### config.mk
export PLATFORM = sky130hd
export DESIGN_NAME = radio_power_request_controller_flat
export DESIGN_NICKNAME = d
export VERILOG_FILES = /design/src/rtl/rpc_pkg.sv /design/src/rtl/rpc_if.sv /design/src/rtl/rpc_front.sv /design/src/rtl/rpc_queue.sv /design/src/rtl/rpc_exec.sv /design/src/rtl/radio_power_request_controller.sv /design/src/flat_wrapper.sv
export SDC_FILE = /design/constraint.sdc
export NUM_CORES = 1
export LEC_CHECK = 0
export ABC_AREA = 1
export BUFFER_PORTS_ARGS = -buffer_cell sky130_fd_sc_hd__buf_2
export CAP_MARGIN = 20
export CORE_MARGIN = 2
export CORE_UTILIZATION = 60
export DETAILED_ROUTE_END_ITERATION = 16
export GPL_TIMING_DRIVEN = 0
export PLACE_DENSITY = 0.77
export SLEW_MARGIN = 10
export SYNTH_ARGS = -nofsm -noshare
export SYNTH_HDL_FRONTEND = slang
export SYNTH_SLANG_ARGS = --single-unit
### constraint.sdc
create_clock -name clk -period 8.5 [get_ports clk]
set_input_delay 1.275 -clock clk [delete_from_list [all_inputs] [get_ports clk]]
set_output_delay 1.275 -clock clk [all_outputs]
set_load 0.02 [all_outputs]
### src/rtl/rpc_pkg.sv
// Shared types and constants for the radio power request controller.
package rpc_pkg;

    localparam int OpWidth    = 3;
    localparam int ReqIdWidth = 4;
    localparam int StateWidth = 2;
    localparam int TicksWidth = 16;

    typedef enum logic [OpWidth-1:0] {
        OP_VOTE_ON  = 3'd0,
        OP_WITHDRAW = 3'd1,
        OP_ONLINE   = 3'd2,
        OP_CYCLE    = 3'd3,
        OP_CONFIRM  = 3'd4,
        OP_DONE     = 3'd5,
        OP_REPORT   = 3'd6,
        OP_TICK     = 3'd7
    } op_t;

    typedef enum logic [StateWidth-1:0] {
        RADIO_OFF     = 2'd0,
        RADIO_UNAVAIL = 2'd1,
        RADIO_ON      = 2'd2
    } radio_code_t;

    // One classified event as it travels from the decoder to the executor.
    typedef struct packed {
        op_t                   op;
        logic                  req_ok;
        logic [ReqIdWidth-1:0] requester;
        logic                  online;
        logic                  rs_valid;
        logic                  rs_on;
    } event_t;

endpackage

### src/rtl/rpc_if.sv
// Channel interfaces: event input, result output and retry count write.
interface rpc_event_if;
    logic                               valid;
    logic                               ready;
    logic [rpc_pkg::OpWidth-1:0]        op;
    logic [rpc_pkg::ReqIdWidth-1:0]     requester;
    logic                               online;
    logic [rpc_pkg::StateWidth-1:0]     modem_state;

    modport source (output valid, op, requester, online, modem_state, input ready);
    modport sink   (input valid, op, requester, online, modem_state, output ready);
endinterface

interface rpc_result_if;
    logic valid;
    logic ready;
    logic send_request;
    logic request_on;
    logic cancel_pending;
    logic public_state;
    logic state_changed;
    logic online_changed;
    logic busy_res;

    modport source (output valid, send_request, request_on, cancel_pending, public_state,
                    state_changed, online_changed, busy_res, input ready);
    modport sink   (input valid, send_request, request_on, cancel_pending, public_state,
                    state_changed, online_changed, busy_res, output ready);
endinterface

interface rpc_cfg_if;
    logic                               valid;
    logic                               ready;
    logic [rpc_pkg::TicksWidth-1:0]     data;

    modport source (output valid, data, input ready);
    modport sink   (input valid, data, output ready);
endinterface

### src/rtl/rpc_front.sv
// Event decoder: classifies each incoming word before it is queued.
module rpc_front #(
    parameter int NUM_REQUESTERS = 16
) (
    rpc_event_if.sink       events,
    output logic            ev_valid,
    input  logic            ev_ready,
    output rpc_pkg::event_t ev
);

    localparam int CmpWidth = 32;

    always_comb
    begin
        ev.op        = rpc_pkg::op_t'(events.op);
        ev.requester = events.requester;
        // out-of-range requester indexes are dropped later
        ev.req_ok    = CmpWidth'(events.requester) < CmpWidth'(NUM_REQUESTERS);
        ev.online    = events.online;
        ev.rs_valid  = events.modem_state != rpc_pkg::RADIO_UNAVAIL;
        // an unknown code counts as on
        ev.rs_on     = events.modem_state != rpc_pkg::RADIO_OFF;
    end

    assign ev_valid     = events.valid;
    assign events.ready = ev_ready;

endmodule

### src/rtl/rpc_queue.sv
// Two-entry queue between the decoder and the executor.
module rpc_queue (
    input  logic            clk,
    input  logic            rst_n,
    input  logic            wr_valid,
    output logic            wr_ready,
    input  rpc_pkg::event_t wr_data,
    output logic            rd_valid,
    input  logic            rd_ready,
    output rpc_pkg::event_t rd_data
);

    localparam int Depth    = 2;
    localparam int PtrWidth = $clog2(Depth);
    localparam int CntWidth = $clog2(Depth + 1);

    rpc_pkg::event_t       mem_reg [Depth];
    logic [PtrWidth-1:0]   wr_ptr_reg, wr_ptr_next;
    logic [PtrWidth-1:0]   rd_ptr_reg, rd_ptr_next;
    logic [CntWidth-1:0]   count_reg, count_next;
    logic                  push, pop;

    assign wr_ready = count_reg != CntWidth'(Depth);
    assign rd_valid = count_reg != '0;
    assign push     = wr_valid && wr_ready;
    assign pop      = rd_valid && rd_ready;
    assign rd_data  = mem_reg[rd_ptr_reg];

    always_comb
    begin
        wr_ptr_next = wr_ptr_reg;
        rd_ptr_next = rd_ptr_reg;
        count_next  = count_reg;
        if (push)
        begin
            wr_ptr_next = (wr_ptr_reg == PtrWidth'(Depth - 1)) ? '0 : wr_ptr_reg + 1'b1;
        end
        if (pop)
        begin
            rd_ptr_next = (rd_ptr_reg == PtrWidth'(Depth - 1)) ? '0 : rd_ptr_reg + 1'b1;
        end
        if (push && !pop)
        begin
            count_next = count_reg + 1'b1;
        end
        else if (pop && !push)
        begin
            count_next = count_reg - 1'b1;
        end
    end

    always_ff @(posedge clk or negedge rst_n)
    begin
        if (!rst_n)
        begin
            wr_ptr_reg <= '0;
            rd_ptr_reg <= '0;
            count_reg  <= '0;
        end
        else
        begin
            wr_ptr_reg <= wr_ptr_next;
            rd_ptr_reg <= rd_ptr_next;
            count_reg  <= count_next;
        end
    end

    always_ff @(posedge clk)
    begin
        if (push)
        begin
            mem_reg[wr_ptr_reg] <= wr_data;
        end
    end

endmodule

### src/rtl/rpc_exec.sv
// Executor: power request state, retry countdown and the result register.
module rpc_exec #(
    parameter int NUM_REQUESTERS = 16
) (
    input  logic            clk,
    input  logic            rst_n,
    input  logic            ev_valid,
    output logic            ev_ready,
    input  rpc_pkg::event_t ev,
    rpc_cfg_if.sink         cfg,
    rpc_result_if.source    results
);

    typedef struct packed {
        logic                           pending;
        logic                           q_valid;
        logic                           q_on;
        logic                           armed;
        logic [rpc_pkg::TicksWidth-1:0] left;
        logic                           chg;
        logic                           cycle;
        logic                           last_on;
        logic                           shown_on;
        logic                           send;
        logic                           req_on;
        logic                           cancel;
        logic                           st_chg;
    } ctl_t;

    typedef logic [rpc_pkg::TicksWidth-1:0] ticks_t;

    function automatic ctl_t do_issue(ctl_t s, logic on);
        ctl_t r;
        r         = s;
        r.q_valid = 1'b0;
        r.q_on    = on;
        r.chg     = 1'b0;
        r.armed   = 1'b0;
        r.left    = '0;
        r.pending = 1'b1;
        r.send    = 1'b1;
        r.req_on  = on;
        return r;
    endfunction

    function automatic ctl_t do_eval(ctl_t s, logic demand, ticks_t retry);
        ctl_t r;
        logic w;
        r = s;
        w = demand && !s.cycle;
        if (!r.pending)
        begin
            if (r.last_on == w)
            begin
                r.armed = 1'b0;
                r.left  = '0;
            end
            else if (r.chg)
            begin
                r = do_issue(r, w);
            end
            else if (!r.armed)
            begin
                r.armed = 1'b1;
                r.left  = retry;
            end
        end
        // publish only once things have settled
        if (!r.pending && !r.armed && r.shown_on != r.last_on)
        begin
            r.shown_on = r.last_on;
            r.st_chg   = 1'b1;
        end
        return r;
    endfunction

    function automatic ctl_t do_finish(ctl_t s, logic demand, ticks_t retry);
        ctl_t r;
        r         = s;
        r.pending = 1'b0;
        if (r.q_valid)
        begin
            r = do_issue(r, r.q_on);
        end
        else
        begin
            r = do_eval(r, demand, retry);
        end
        return r;
    endfunction

    function automatic ctl_t do_power(ctl_t s, logic on, logic repeat_req, logic demand,
                                      ticks_t retry);
        ctl_t r;
        r = s;
        if (r.pending)
        begin
            if (repeat_req || r.q_on != on)
            begin
                r.q_valid = 1'b1;
                r.q_on    = on;
            end
        end
        else if (r.last_on == on)
        begin
            r = do_eval(r, demand, retry);
        end
        else
        begin
            r = do_issue(r, on);
        end
        return r;
    endfunction

    logic [NUM_REQUESTERS-1:0] mask_reg, mask_next;
    logic                      online_reg, online_next;
    ctl_t                      ctl_reg, ctl_next;
    ticks_t                    retry_reg;
    logic                      res_valid_reg;
    logic                      online_chg_reg, online_chg_next;
    logic                      take;

    assign ev_ready  = !res_valid_reg || results.ready;
    assign take      = ev_valid && ev_ready;
    assign cfg.ready = 1'b1;

    always_comb
    begin
        logic [NUM_REQUESTERS-1:0] bit_sel;
        logic                      demand_old;
        logic                      demand_new;
        logic                      was_on;
        logic                      now_on;
        logic                      st;

        bit_sel         = NUM_REQUESTERS'(1) << ev.requester;
        demand_old      = online_reg || (mask_reg != '0);
        mask_next       = mask_reg;
        online_next     = online_reg;
        online_chg_next = 1'b0;
        ctl_next        = ctl_reg;
        ctl_next.send   = 1'b0;
        ctl_next.req_on = 1'b0;
        ctl_next.cancel = 1'b0;
        ctl_next.st_chg = 1'b0;
        demand_new      = demand_old;
        was_on          = 1'b0;
        now_on          = 1'b0;
        st              = ev.rs_on;

        case (ev.op)
            rpc_pkg::OP_VOTE_ON:
            begin
                if (ev.req_ok && (mask_reg & bit_sel) == '0)
                begin
                    was_on     = demand_old && !ctl_reg.cycle;
                    mask_next  = mask_reg | bit_sel;
                    demand_new = 1'b1;
                    now_on     = !ctl_reg.cycle;
                    if (!was_on && now_on)
                    begin
                        ctl_next = do_power(ctl_next, 1'b1, 1'b0, demand_new, retry_reg);
                    end
                end
            end
            rpc_pkg::OP_WITHDRAW:
            begin
                if (ev.req_ok && (mask_reg & bit_sel) != '0)
                begin
                    mask_next  = mask_reg & ~bit_sel;
                    demand_new = online_reg || (mask_next != '0);
                    if (!(demand_new && !ctl_reg.cycle))
                    begin
                        ctl_next = do_power(ctl_next, 1'b0, 1'b0, demand_new, retry_reg);
                    end
                end
            end
            rpc_pkg::OP_ONLINE:
            begin
                if (online_reg != ev.online)
                begin
                    was_on          = demand_old && !ctl_reg.cycle;
                    online_next     = ev.online;
                    demand_new      = ev.online || (mask_reg != '0);
                    now_on          = demand_new && !ctl_reg.cycle;
                    online_chg_next = 1'b1;
                    if (was_on != now_on)
                    begin
                        ctl_next = do_power(ctl_next, now_on, 1'b0, demand_new, retry_reg);
                    end
                end
            end
            rpc_pkg::OP_CYCLE:
            begin
                if (ctl_reg.last_on && !ctl_reg.cycle)
                begin
                    ctl_next.cycle = 1'b1;
                    if (!ctl_reg.pending)
                    begin
                        ctl_next = do_issue(ctl_next, 1'b0);
                    end
                end
            end
            rpc_pkg::OP_CONFIRM:
            begin
                if (demand_old && !ctl_reg.cycle)
                begin
                    ctl_next = do_power(ctl_next, 1'b1, 1'b1, demand_old, retry_reg);
                end
            end
            rpc_pkg::OP_DONE:
            begin
                if (ctl_reg.pending)
                begin
                    ctl_next = do_finish(ctl_next, demand_old, retry_reg);
                end
            end
            rpc_pkg::OP_REPORT:
            begin
                if (ev.rs_valid)
                begin
                    if (ctl_reg.cycle && !st)
                    begin
                        ctl_next.cycle = 1'b0;
                    end
                    ctl_next.last_on = st;
                    if (ctl_reg.pending && st == (demand_old && !ctl_next.cycle))
                    begin
                        // modem already reached the target: drop the request
                        ctl_next.cancel = 1'b1;
                        ctl_next        = do_finish(ctl_next, demand_old, retry_reg);
                    end
                    else
                    begin
                        if (ctl_reg.pending)
                        begin
                            ctl_next.chg = 1'b1;
                        end
                        ctl_next = do_eval(ctl_next, demand_old, retry_reg);
                    end
                end
            end
            rpc_pkg::OP_TICK:
            begin
                if (ctl_reg.armed)
                begin
                    if (ctl_reg.left <= ticks_t'(1))
                    begin
                        ctl_next = do_issue(ctl_next, demand_old && !ctl_reg.cycle);
                    end
                    else
                    begin
                        ctl_next.left = ctl_reg.left - 1'b1;
                    end
                end
            end
            default:
            begin
                ctl_next = ctl_reg;
            end
        endcase
    end

    always_ff @(posedge clk or negedge rst_n)
    begin
        if (!rst_n)
        begin
            mask_reg       <= '0;
            online_reg     <= 1'b0;
            ctl_reg        <= '0;
            retry_reg      <= ticks_t'(1);
            res_valid_reg  <= 1'b0;
            online_chg_reg <= 1'b0;
        end
        else
        begin
            if (cfg.valid)
            begin
                retry_reg <= cfg.data;
            end
            if (take)
            begin
                mask_reg       <= mask_next;
                online_reg     <= online_next;
                ctl_reg        <= ctl_next;
                online_chg_reg <= online_chg_next;
                res_valid_reg  <= 1'b1;
            end
            else if (results.ready)
            begin
                res_valid_reg <= 1'b0;
            end
        end
    end

    assign results.valid          = res_valid_reg;
    assign results.send_request   = ctl_reg.send;
    assign results.request_on     = ctl_reg.req_on;
    assign results.cancel_pending = ctl_reg.cancel;
    assign results.public_state   = ctl_reg.shown_on;
    assign results.state_changed  = ctl_reg.st_chg;
    assign results.online_changed = online_chg_reg;
    assign results.busy_res       = ctl_reg.pending || ctl_reg.armed;

endmodule

### src/rtl/radio_power_request_controller.sv
// Top level of the radio power request controller.
// One event word enters per cycle while results are taken; each yields one result:
// the decoder writes the classified event into a two-entry queue, and the executor
// applies it to the power request state and holds the result in its output register.
// Throughput is one event per cycle while results are taken; the queue lets the input
// keep flowing for two words while the result side is stalled. The retry count may
// be written at any time the block is idle and resets to 1.
module radio_power_request_controller #(
    parameter int NUM_REQUESTERS = 16
) (
    input  logic         clk,
    input  logic         rst_n,
    rpc_event_if.sink    events,
    rpc_cfg_if.sink      cfg,
    rpc_result_if.source results
);

    logic            dec_valid;
    logic            dec_ready;
    rpc_pkg::event_t dec_ev;
    logic            q_valid;
    logic            q_ready;
    rpc_pkg::event_t q_ev;

    rpc_front #(
        .NUM_REQUESTERS (NUM_REQUESTERS)
    ) u_front (
        .events   (events),
        .ev_valid (dec_valid),
        .ev_ready (dec_ready),
        .ev       (dec_ev)
    );

    rpc_queue u_queue (
        .clk      (clk),
        .rst_n    (rst_n),
        .wr_valid (dec_valid),
        .wr_ready (dec_ready),
        .wr_data  (dec_ev),
        .rd_valid (q_valid),
        .rd_ready (q_ready),
        .rd_data  (q_ev)
    );

    rpc_exec #(
        .NUM_REQUESTERS (NUM_REQUESTERS)
    ) u_exec (
        .clk      (clk),
        .rst_n    (rst_n),
        .ev_valid (q_valid),
        .ev_ready (q_ready),
        .ev       (q_ev),
        .cfg      (cfg),
        .results  (results)
    );

endmodule

### src/flat_wrapper.sv
// flat-port wrapper written by rule: the top's interface ports become plain ports
module radio_power_request_controller_flat 
#(
    parameter int NUM_REQUESTERS = 16
)
  (clk, rst_n, events_valid, events_op, events_requester, events_online, events_modem_state, events_ready, cfg_valid, cfg_data, cfg_ready, results_valid, results_send_request, results_request_on, results_cancel_pending, results_public_state, results_state_changed, results_online_changed, results_busy_res, results_ready);
  rpc_event_if events_i ();
  rpc_cfg_if cfg_i ();
  rpc_result_if results_i ();
  input  logic clk;
  input  logic rst_n;
  input wire logic [$bits(events_i.valid)-1:0] events_valid;
  input wire logic [$bits(events_i.op)-1:0] events_op;
  input wire logic [$bits(events_i.requester)-1:0] events_requester;
  input wire logic [$bits(events_i.online)-1:0] events_online;
  input wire logic [$bits(events_i.modem_state)-1:0] events_modem_state;
  output wire logic [$bits(events_i.ready)-1:0] events_ready;
  input wire logic [$bits(cfg_i.valid)-1:0] cfg_valid;
  input wire logic [$bits(cfg_i.data)-1:0] cfg_data;
  output wire logic [$bits(cfg_i.ready)-1:0] cfg_ready;
  output wire logic [$bits(results_i.valid)-1:0] results_valid;
  output wire logic [$bits(results_i.send_request)-1:0] results_send_request;
  output wire logic [$bits(results_i.request_on)-1:0] results_request_on;
  output wire logic [$bits(results_i.cancel_pending)-1:0] results_cancel_pending;
  output wire logic [$bits(results_i.public_state)-1:0] results_public_state;
  output wire logic [$bits(results_i.state_changed)-1:0] results_state_changed;
  output wire logic [$bits(results_i.online_changed)-1:0] results_online_changed;
  output wire logic [$bits(results_i.busy_res)-1:0] results_busy_res;
  input wire logic [$bits(results_i.ready)-1:0] results_ready;
  assign events_i.valid = events_valid;
  assign events_i.op = events_op;
  assign events_i.requester = events_requester;
  assign events_i.online = events_online;
  assign events_i.modem_state = events_modem_state;
  assign events_ready = events_i.ready;
  assign cfg_i.valid = cfg_valid;
  assign cfg_i.data = cfg_data;
  assign cfg_ready = cfg_i.ready;
  assign results_valid = results_i.valid;
  assign results_send_request = results_i.send_request;
  assign results_request_on = results_i.request_on;
  assign results_cancel_pending = results_i.cancel_pending;
  assign results_public_state = results_i.public_state;
  assign results_state_changed = results_i.state_changed;
  assign results_online_changed = results_i.online_changed;
  assign results_busy_res = results_i.busy_res;
  assign results_i.ready = results_ready;
  radio_power_request_controller #(.NUM_REQUESTERS(NUM_REQUESTERS)) u_core (.clk(clk), .rst_n(rst_n), .events(events_i), .cfg(cfg_i), .results(results_i));
endmodule
# Word level (Yosys, flattened, before mapping)
# Memories as Yosys holds them, arrays and structs flattened.
# Index checks and enable logic that the tools add are counted.
# totals
regBits	67
ramBits	20
inputBits	31
output_inout_bits	10
word_cells	319
mem_count	1
# op_classes
add_sub_neg	5
n_lt_le_gt_ge	1
n_eq_ne	70
shifts	1
muxes	134
n_bitwise	11
n_reduce_logical	75
# memory_table
name	words	width	rd	rd_clocked_by_memory_dff	wr	line_no	source
u_core.u_queue.mem_reg	2	10	1	0	1	rpc_queue.sv:17	rpc_pkg::event_t mem_reg [Depth];
# ops
op	count
28-bit 2-to-1 mux	48
28-bit case mux with 8 select lines	1
17-bit 2-to-1 mux	7
25-bit 2-to-1 mux	4
16-bit 2-to-1 mux	4
8-bit 2-to-1 mux	7
2-bit inequality test, second input constant	26
16-bit nonzero test	3
3-bit inequality test, second input constant	13
3-bit 2-to-1 mux	12
18-bit AND reduction	2
1-bit 2-to-1 mux	33
16-bit bitwise AND	2
16-bit case mux with 2 select lines	1
30-bit AND reduction	1
4-bit 2-to-1 mux	7
4-bit inequality test, second input constant	7
27-bit 2-to-1 mux	1
27-bit AND reduction	1
1-bit logical AND	26
24-bit AND reduction	1
22-bit AND reduction	1
1-bit logical NOT	21
2-bit 2-to-1 mux	9
other kinds (25)	59

# Logic depth before layout (Yosys ltp)
# An unclocked memory read counts as a cell.
# logic_depth
word_depth	26
mapped_depth	29
ltp_nobuf	26

# By module
# Synthesis repeated with hierarchy kept, for this count alone.
# hier_totals
hier_cells	1210
area_unflattened_um2	7593.5
# modules_own_cells
module	n_inst	cells_per_inst	area_per_inst_um2	seq_area_each_um2
rpc_exec	1	1108	6449.9	1577.8
rpc_queue	1	86	1042.2	760.7
rpc_front	1	16	101.3	0.0

# Worst setup path after synthesis
# Ideal clock, no wire load.
# synth_path
path_type	flip-flop to flip-flop
from	reg u_core.u_queue.rd_ptr_reg
to	reg u_core.u_exec.ctl_reg[25] (netlist bit)
setup_time_ns	0.117
arrival_time_ns	3.071
required_ns	8.383
slack_ns	5.313
path_stages_with_launch	29
n_path_buf	3
synth_period_minus_slack_ns	3.187
path_cell_list	dfrtp_1 buf_6 inv_4 nand2_1 nand2_2 inv_2 buf_4 nor2_1 nor2_1 nor2_1 nand2_1 nor2_1 nand2_1 nand2_1 buf_2 ha_1 clkinv_1 o21ai_0 nor2_1 nand2_1 nand2_1 nor2_1 nand2_1 nor2_1 nand4_1 nor3_1 nand2_1 nand2_1 nand2_1
# synth_via
elab_chain_len	18
elab_cells_between_ends	87
cone_classes	42 x eq/ne; 1 x shift; 24 x mux; 3 x bitwise; 16 x reduce/logical; 1 x memory
# synth_rtl
element	line_no	source
start: declaration	rpc_queue.sv:19	logic [PtrWidth-1:0] rd_ptr_reg, rd_ptr_next;
start signal: assignment	rpc_queue.sv:63	rd_ptr_reg <= rd_ptr_next;
memory read 2 x 10 bit *	n/a	
1-bit logical NOT	rpc_exec.sv:222	if (ctl_reg.cycle && !st)
1-bit logical AND	rpc_exec.sv:222	
1-bit 2-to-1 mux	rpc_exec.sv:222	
1-bit 2-to-1 mux	rpc_exec.sv:220	if (ev.rs_valid)
1-bit 2-to-1 mux	rpc_exec.sv:151	case (ev.op)
1-bit logical NOT	rpc_exec.sv:50, rpc_exec.sv:227	
1-bit logical AND	rpc_exec.sv:50, rpc_exec.sv:227	
[... 2 more ...]	n/a	
28-bit 2-to-1 mux	rpc_exec.sv:81	if (r.q_valid)
28-bit 2-to-1 mux	rpc_exec.sv:227	if (ctl_reg.pending && st == (demand_old && !ctl_next.cycle))
28-bit 2-to-1 mux	rpc_exec.sv:220	
28-bit 2-to-1 mux	rpc_exec.sv:151	
28-bit 2-to-1 mux	rpc_exec.sv:81	
28-bit 2-to-1 mux	rpc_exec.sv:227	
28-bit 2-to-1 mux	rpc_exec.sv:220	
28-bit case mux with 8 select lines	rpc_exec.sv:151	
end signal: assignment	rpc_exec.sv:285	ctl_reg <= ctl_next;
end: declaration	rpc_exec.sv:117	ctl_t ctl_reg, ctl_next;
# Every way passes the cells marked *; elsewhere a longest branch is shown, timed or not. The select of a mux whose other input is x is not followed.
# A chain may end at the register's enable or synchronous reset.

# Worst setup path after layout
# layout_path
from	reg u_core.u_exec.ctl_reg[27] (netlist bit)
to	out results_busy_res
# layout_via
elab_chain_len	1
# layout_rtl
element	line_no	source
1-bit logical OR	rpc_exec.sv:303	assign results.busy_res = ctl_reg.pending || ctl_reg.armed;
end: declaration	flat_wrapper.sv:28	output wire logic [$bits(results_i.busy_res)-1:0] results_busy_res;
# No other way between the ends.

==> reports/summary.txt <==
# DRC: 0
Count leader, synth: nand2_1
First-pass GRT wire length: 40000 um
VDD IR max: 0.216 mV
Count of state elements after synthesis: 87
Met1 GRT Util: 0.513
WHS Path Cells: 1
Ranking of synthesized cells by area: dfrtp_1 (22%), nand2_1 (13%), nand4_1 (11%), edfxtp_1 (7.9%), nor2_1 (7.5%)
Most Crowded Layer GR: met2
Vias in the first global route: 7858
Fraction of registers with async set/reset: 0.770
Slew Limit Fails: 0
Layout Utilization: 0.666
Hold slack: 0.478 ns
Via density: 6.30
Complex-gate fraction of the synthesized area: 0.0887
IO Pins: 41
Die area: 13500 sq um
Relative slew slack: 0.290
CTS resizes: 0
Fin nets: 1243
Starting density of the core: 0.607
Htree depth: 3
Synth Area in Adders: 0.0149
WL final: 25800 um
Post-detail-place hpwl: 19500 um
RR Startpoint: u_core.u_queue.rd_ptr_reg$_DFFE_PN0P_
Yosys warnings: 0
Port Buf Inserts: 38
Largest net degree at the start of global routing: 63
Clk_lat worst skew: 0.36 ns
PD cells: 400 nW/um^2
WP data required: 7.22 ns
Slew @ Worst Pin: 1.05 ns
Clock buffer depth: 2
RSZ-0062 raised after global routing: no
Status: finished, final reports clean
Setup crit start: u_core.u_exec.ctl_reg[27]$_DFFE_PN0P_
Hold crit path type: flop to flop
Core area: 12500 sq um
Hold Crit Endpoint: u_core.u_queue.count_reg[0]$_DFFE_PN0P_
Area leader, netlist: dfrtp_1
Distinct cells, synth: 46
Cell area after synthesis: 7560 sq um
Reg2Reg Setup Slack: 4.37 ns
Post-synth top cells: nand2_1 (269), nor2_1 (152), nand4_1 (128)
Number of synthesized flops with an enable pin: 20
TritonCTS clock tree: done
Non-Filler Instances: 1380
Root Driver: clkbuf_16
Total track usage: 0.386
CP arrival: 3.14 ns
R2r worst-path depth: 26
XOR/XNOR Fraction of Synth Area: 0.0127
GP Congestion: 1.03
TritonCTS Buffers: 9
Syn Nets: 1193
Sequential share of the synthesized area: 0.301
WL/cell: 18.7 um
Layout fillers: 1144
Setup_tns: 0 ns
Synth Area in Simple Gates: 0.454
# rows: 41
Skew final: 0.00607 ns
Vias: 8694
Syn avg cell area: 6.56 sq um
Critical Path Start Type: flop
Placed cells: 1364
DRT iter0 DRCs: 1228
Crit. End Element: primary output
Max_cap viols: 0
Min-delay src: u_core.u_queue.count_reg[0]$_DFFE_PN0P_
Post-synthesis mux area share: 0.0207
Setup violators final: 0
Main combinational cell family by area after synthesis: simple AND/OR/NAND/NOR gates
Fin crit period: 4.41 ns
Clock transition at path regs: 0.07 ns
Chip width: 116 um
Final hold vios: 0
Top-area cell type share of the netlist area: 0.218
Total Power: 3.32 mW
Capture point of the worst reg-to-reg path: u_core.u_exec.ctl_reg[25]$_DFFE_PN0P_
Area growth syn-to-layout: 9.78%
Grt total ovfl: 0
Pre-CTS setup slack: 4.54 ns
Fmax: 227 MHz
Hold-fix buffers at CTS: 0
Met3 Use GR: 0.0882
Design Area, Final: 8300 sq um
Clock Sink Count: 87
Met2 Track Usage GR: 0.575
Critical path class: flop to primary output
Final WS setup: 4.09 ns
Pre-antenna DRT Iters: 7
Leak Pwr: 4.03 nW
ANT nets after route: 0
Placed Area: 8000 sq um
Top_reg_cell synth: dfrtp_1
Die Ht: 116 um
Post-CTS setup buffer count: 0
Cells after synthesis: 1153
Share of layout cells above drive strength 1: 0.118
Crit-path max FO: 10
Antenna diodes: 0
Final worst path period share: 0.519
Initial antenna violation count: 0
[cell usage in the layout, fill, tap and decap left out, drive strengths merged, types with 4 or more instances in the layout]
cell type,n
nor3,29
nand2,289
inv,128
xnor2,4
o32ai,16
nand4,128
nor2,166
mux2,13
clkbuf,45
nor4,19
clkinv,10
o21ai,72
nand3,82
edfxtp,20
ha,9
buf,67
dfrtp,66
a21oi,17
xor2,7
[where the power goes]
part	total (mW)	switching [mW]	leakage [nW]	internal (mW)
clock	0.414	0.183	0.150	0.231
combinational	2.24	1.63	2.83	0.607
sequential	0.671	0.119	1.05	0.552
[kinds of logic (layout without fill, tap and decap cells)]
| logic type | Yosys count | after routing |
|---|---|---|
| buf+inv | 196 | 251 |
| mux | 14 | 14 |
| other cells | 1 | 1 |
| compound gates | 115 | 115 |
| flops | 87 | 87 |
| fa+ha+maj | 9 | 9 |
| simple gates | 720 | 720 |
| xor+xnor | 11 | 11 |
[cell type report]
cell class	count	area [sq um]	share of cell area
clock buffer	9	225	0.0271
clock inverter	7	78.8	0.00949
tap	172	215	0.0259
multi-input combinational	870	4470	0.539
inverter	132	500	0.0603
timing repair buffer	39	220	0.0265
buffer	64	312	0.0375
sequential	87	2280	0.274
[worst max-delay path by stage]
stage | end | slack, ns
finish | results_busy_res | 4.09
global route | u_core.u_exec.ctl_reg[25]$_DFFE_PN0P_ | 4.00
CTS | results_busy_res | 4.29
floorplan | u_core.u_exec.ctl_reg[25]$_DFFE_PN0P_ | 5.31
global placement | u_core.u_exec.ctl_reg[25]$_DFFE_PN0P_ | 4.43
detailed placement | u_core.u_exec.ctl_reg[25]$_DFFE_PN0P_ | 4.54
[worst max-delay path: stages (launching register included)]
cell and delay [ns]:
dfrtp_1 0.36, clkbuf_1 0.25, inv_1 0.34, clkbuf_1 0.47
clkbuf_1 0.42, buf_1 0.58, nand2_1 0.14, buf_2 0.20
[layer usage]
layer  routed length (um)  vias up
met2                11000      577
met3                 2620      145
li1                     -     4026
met1                10400     3946
met5                    0        -
met4                 1720        0
Power figures use the tool's default switching activity.
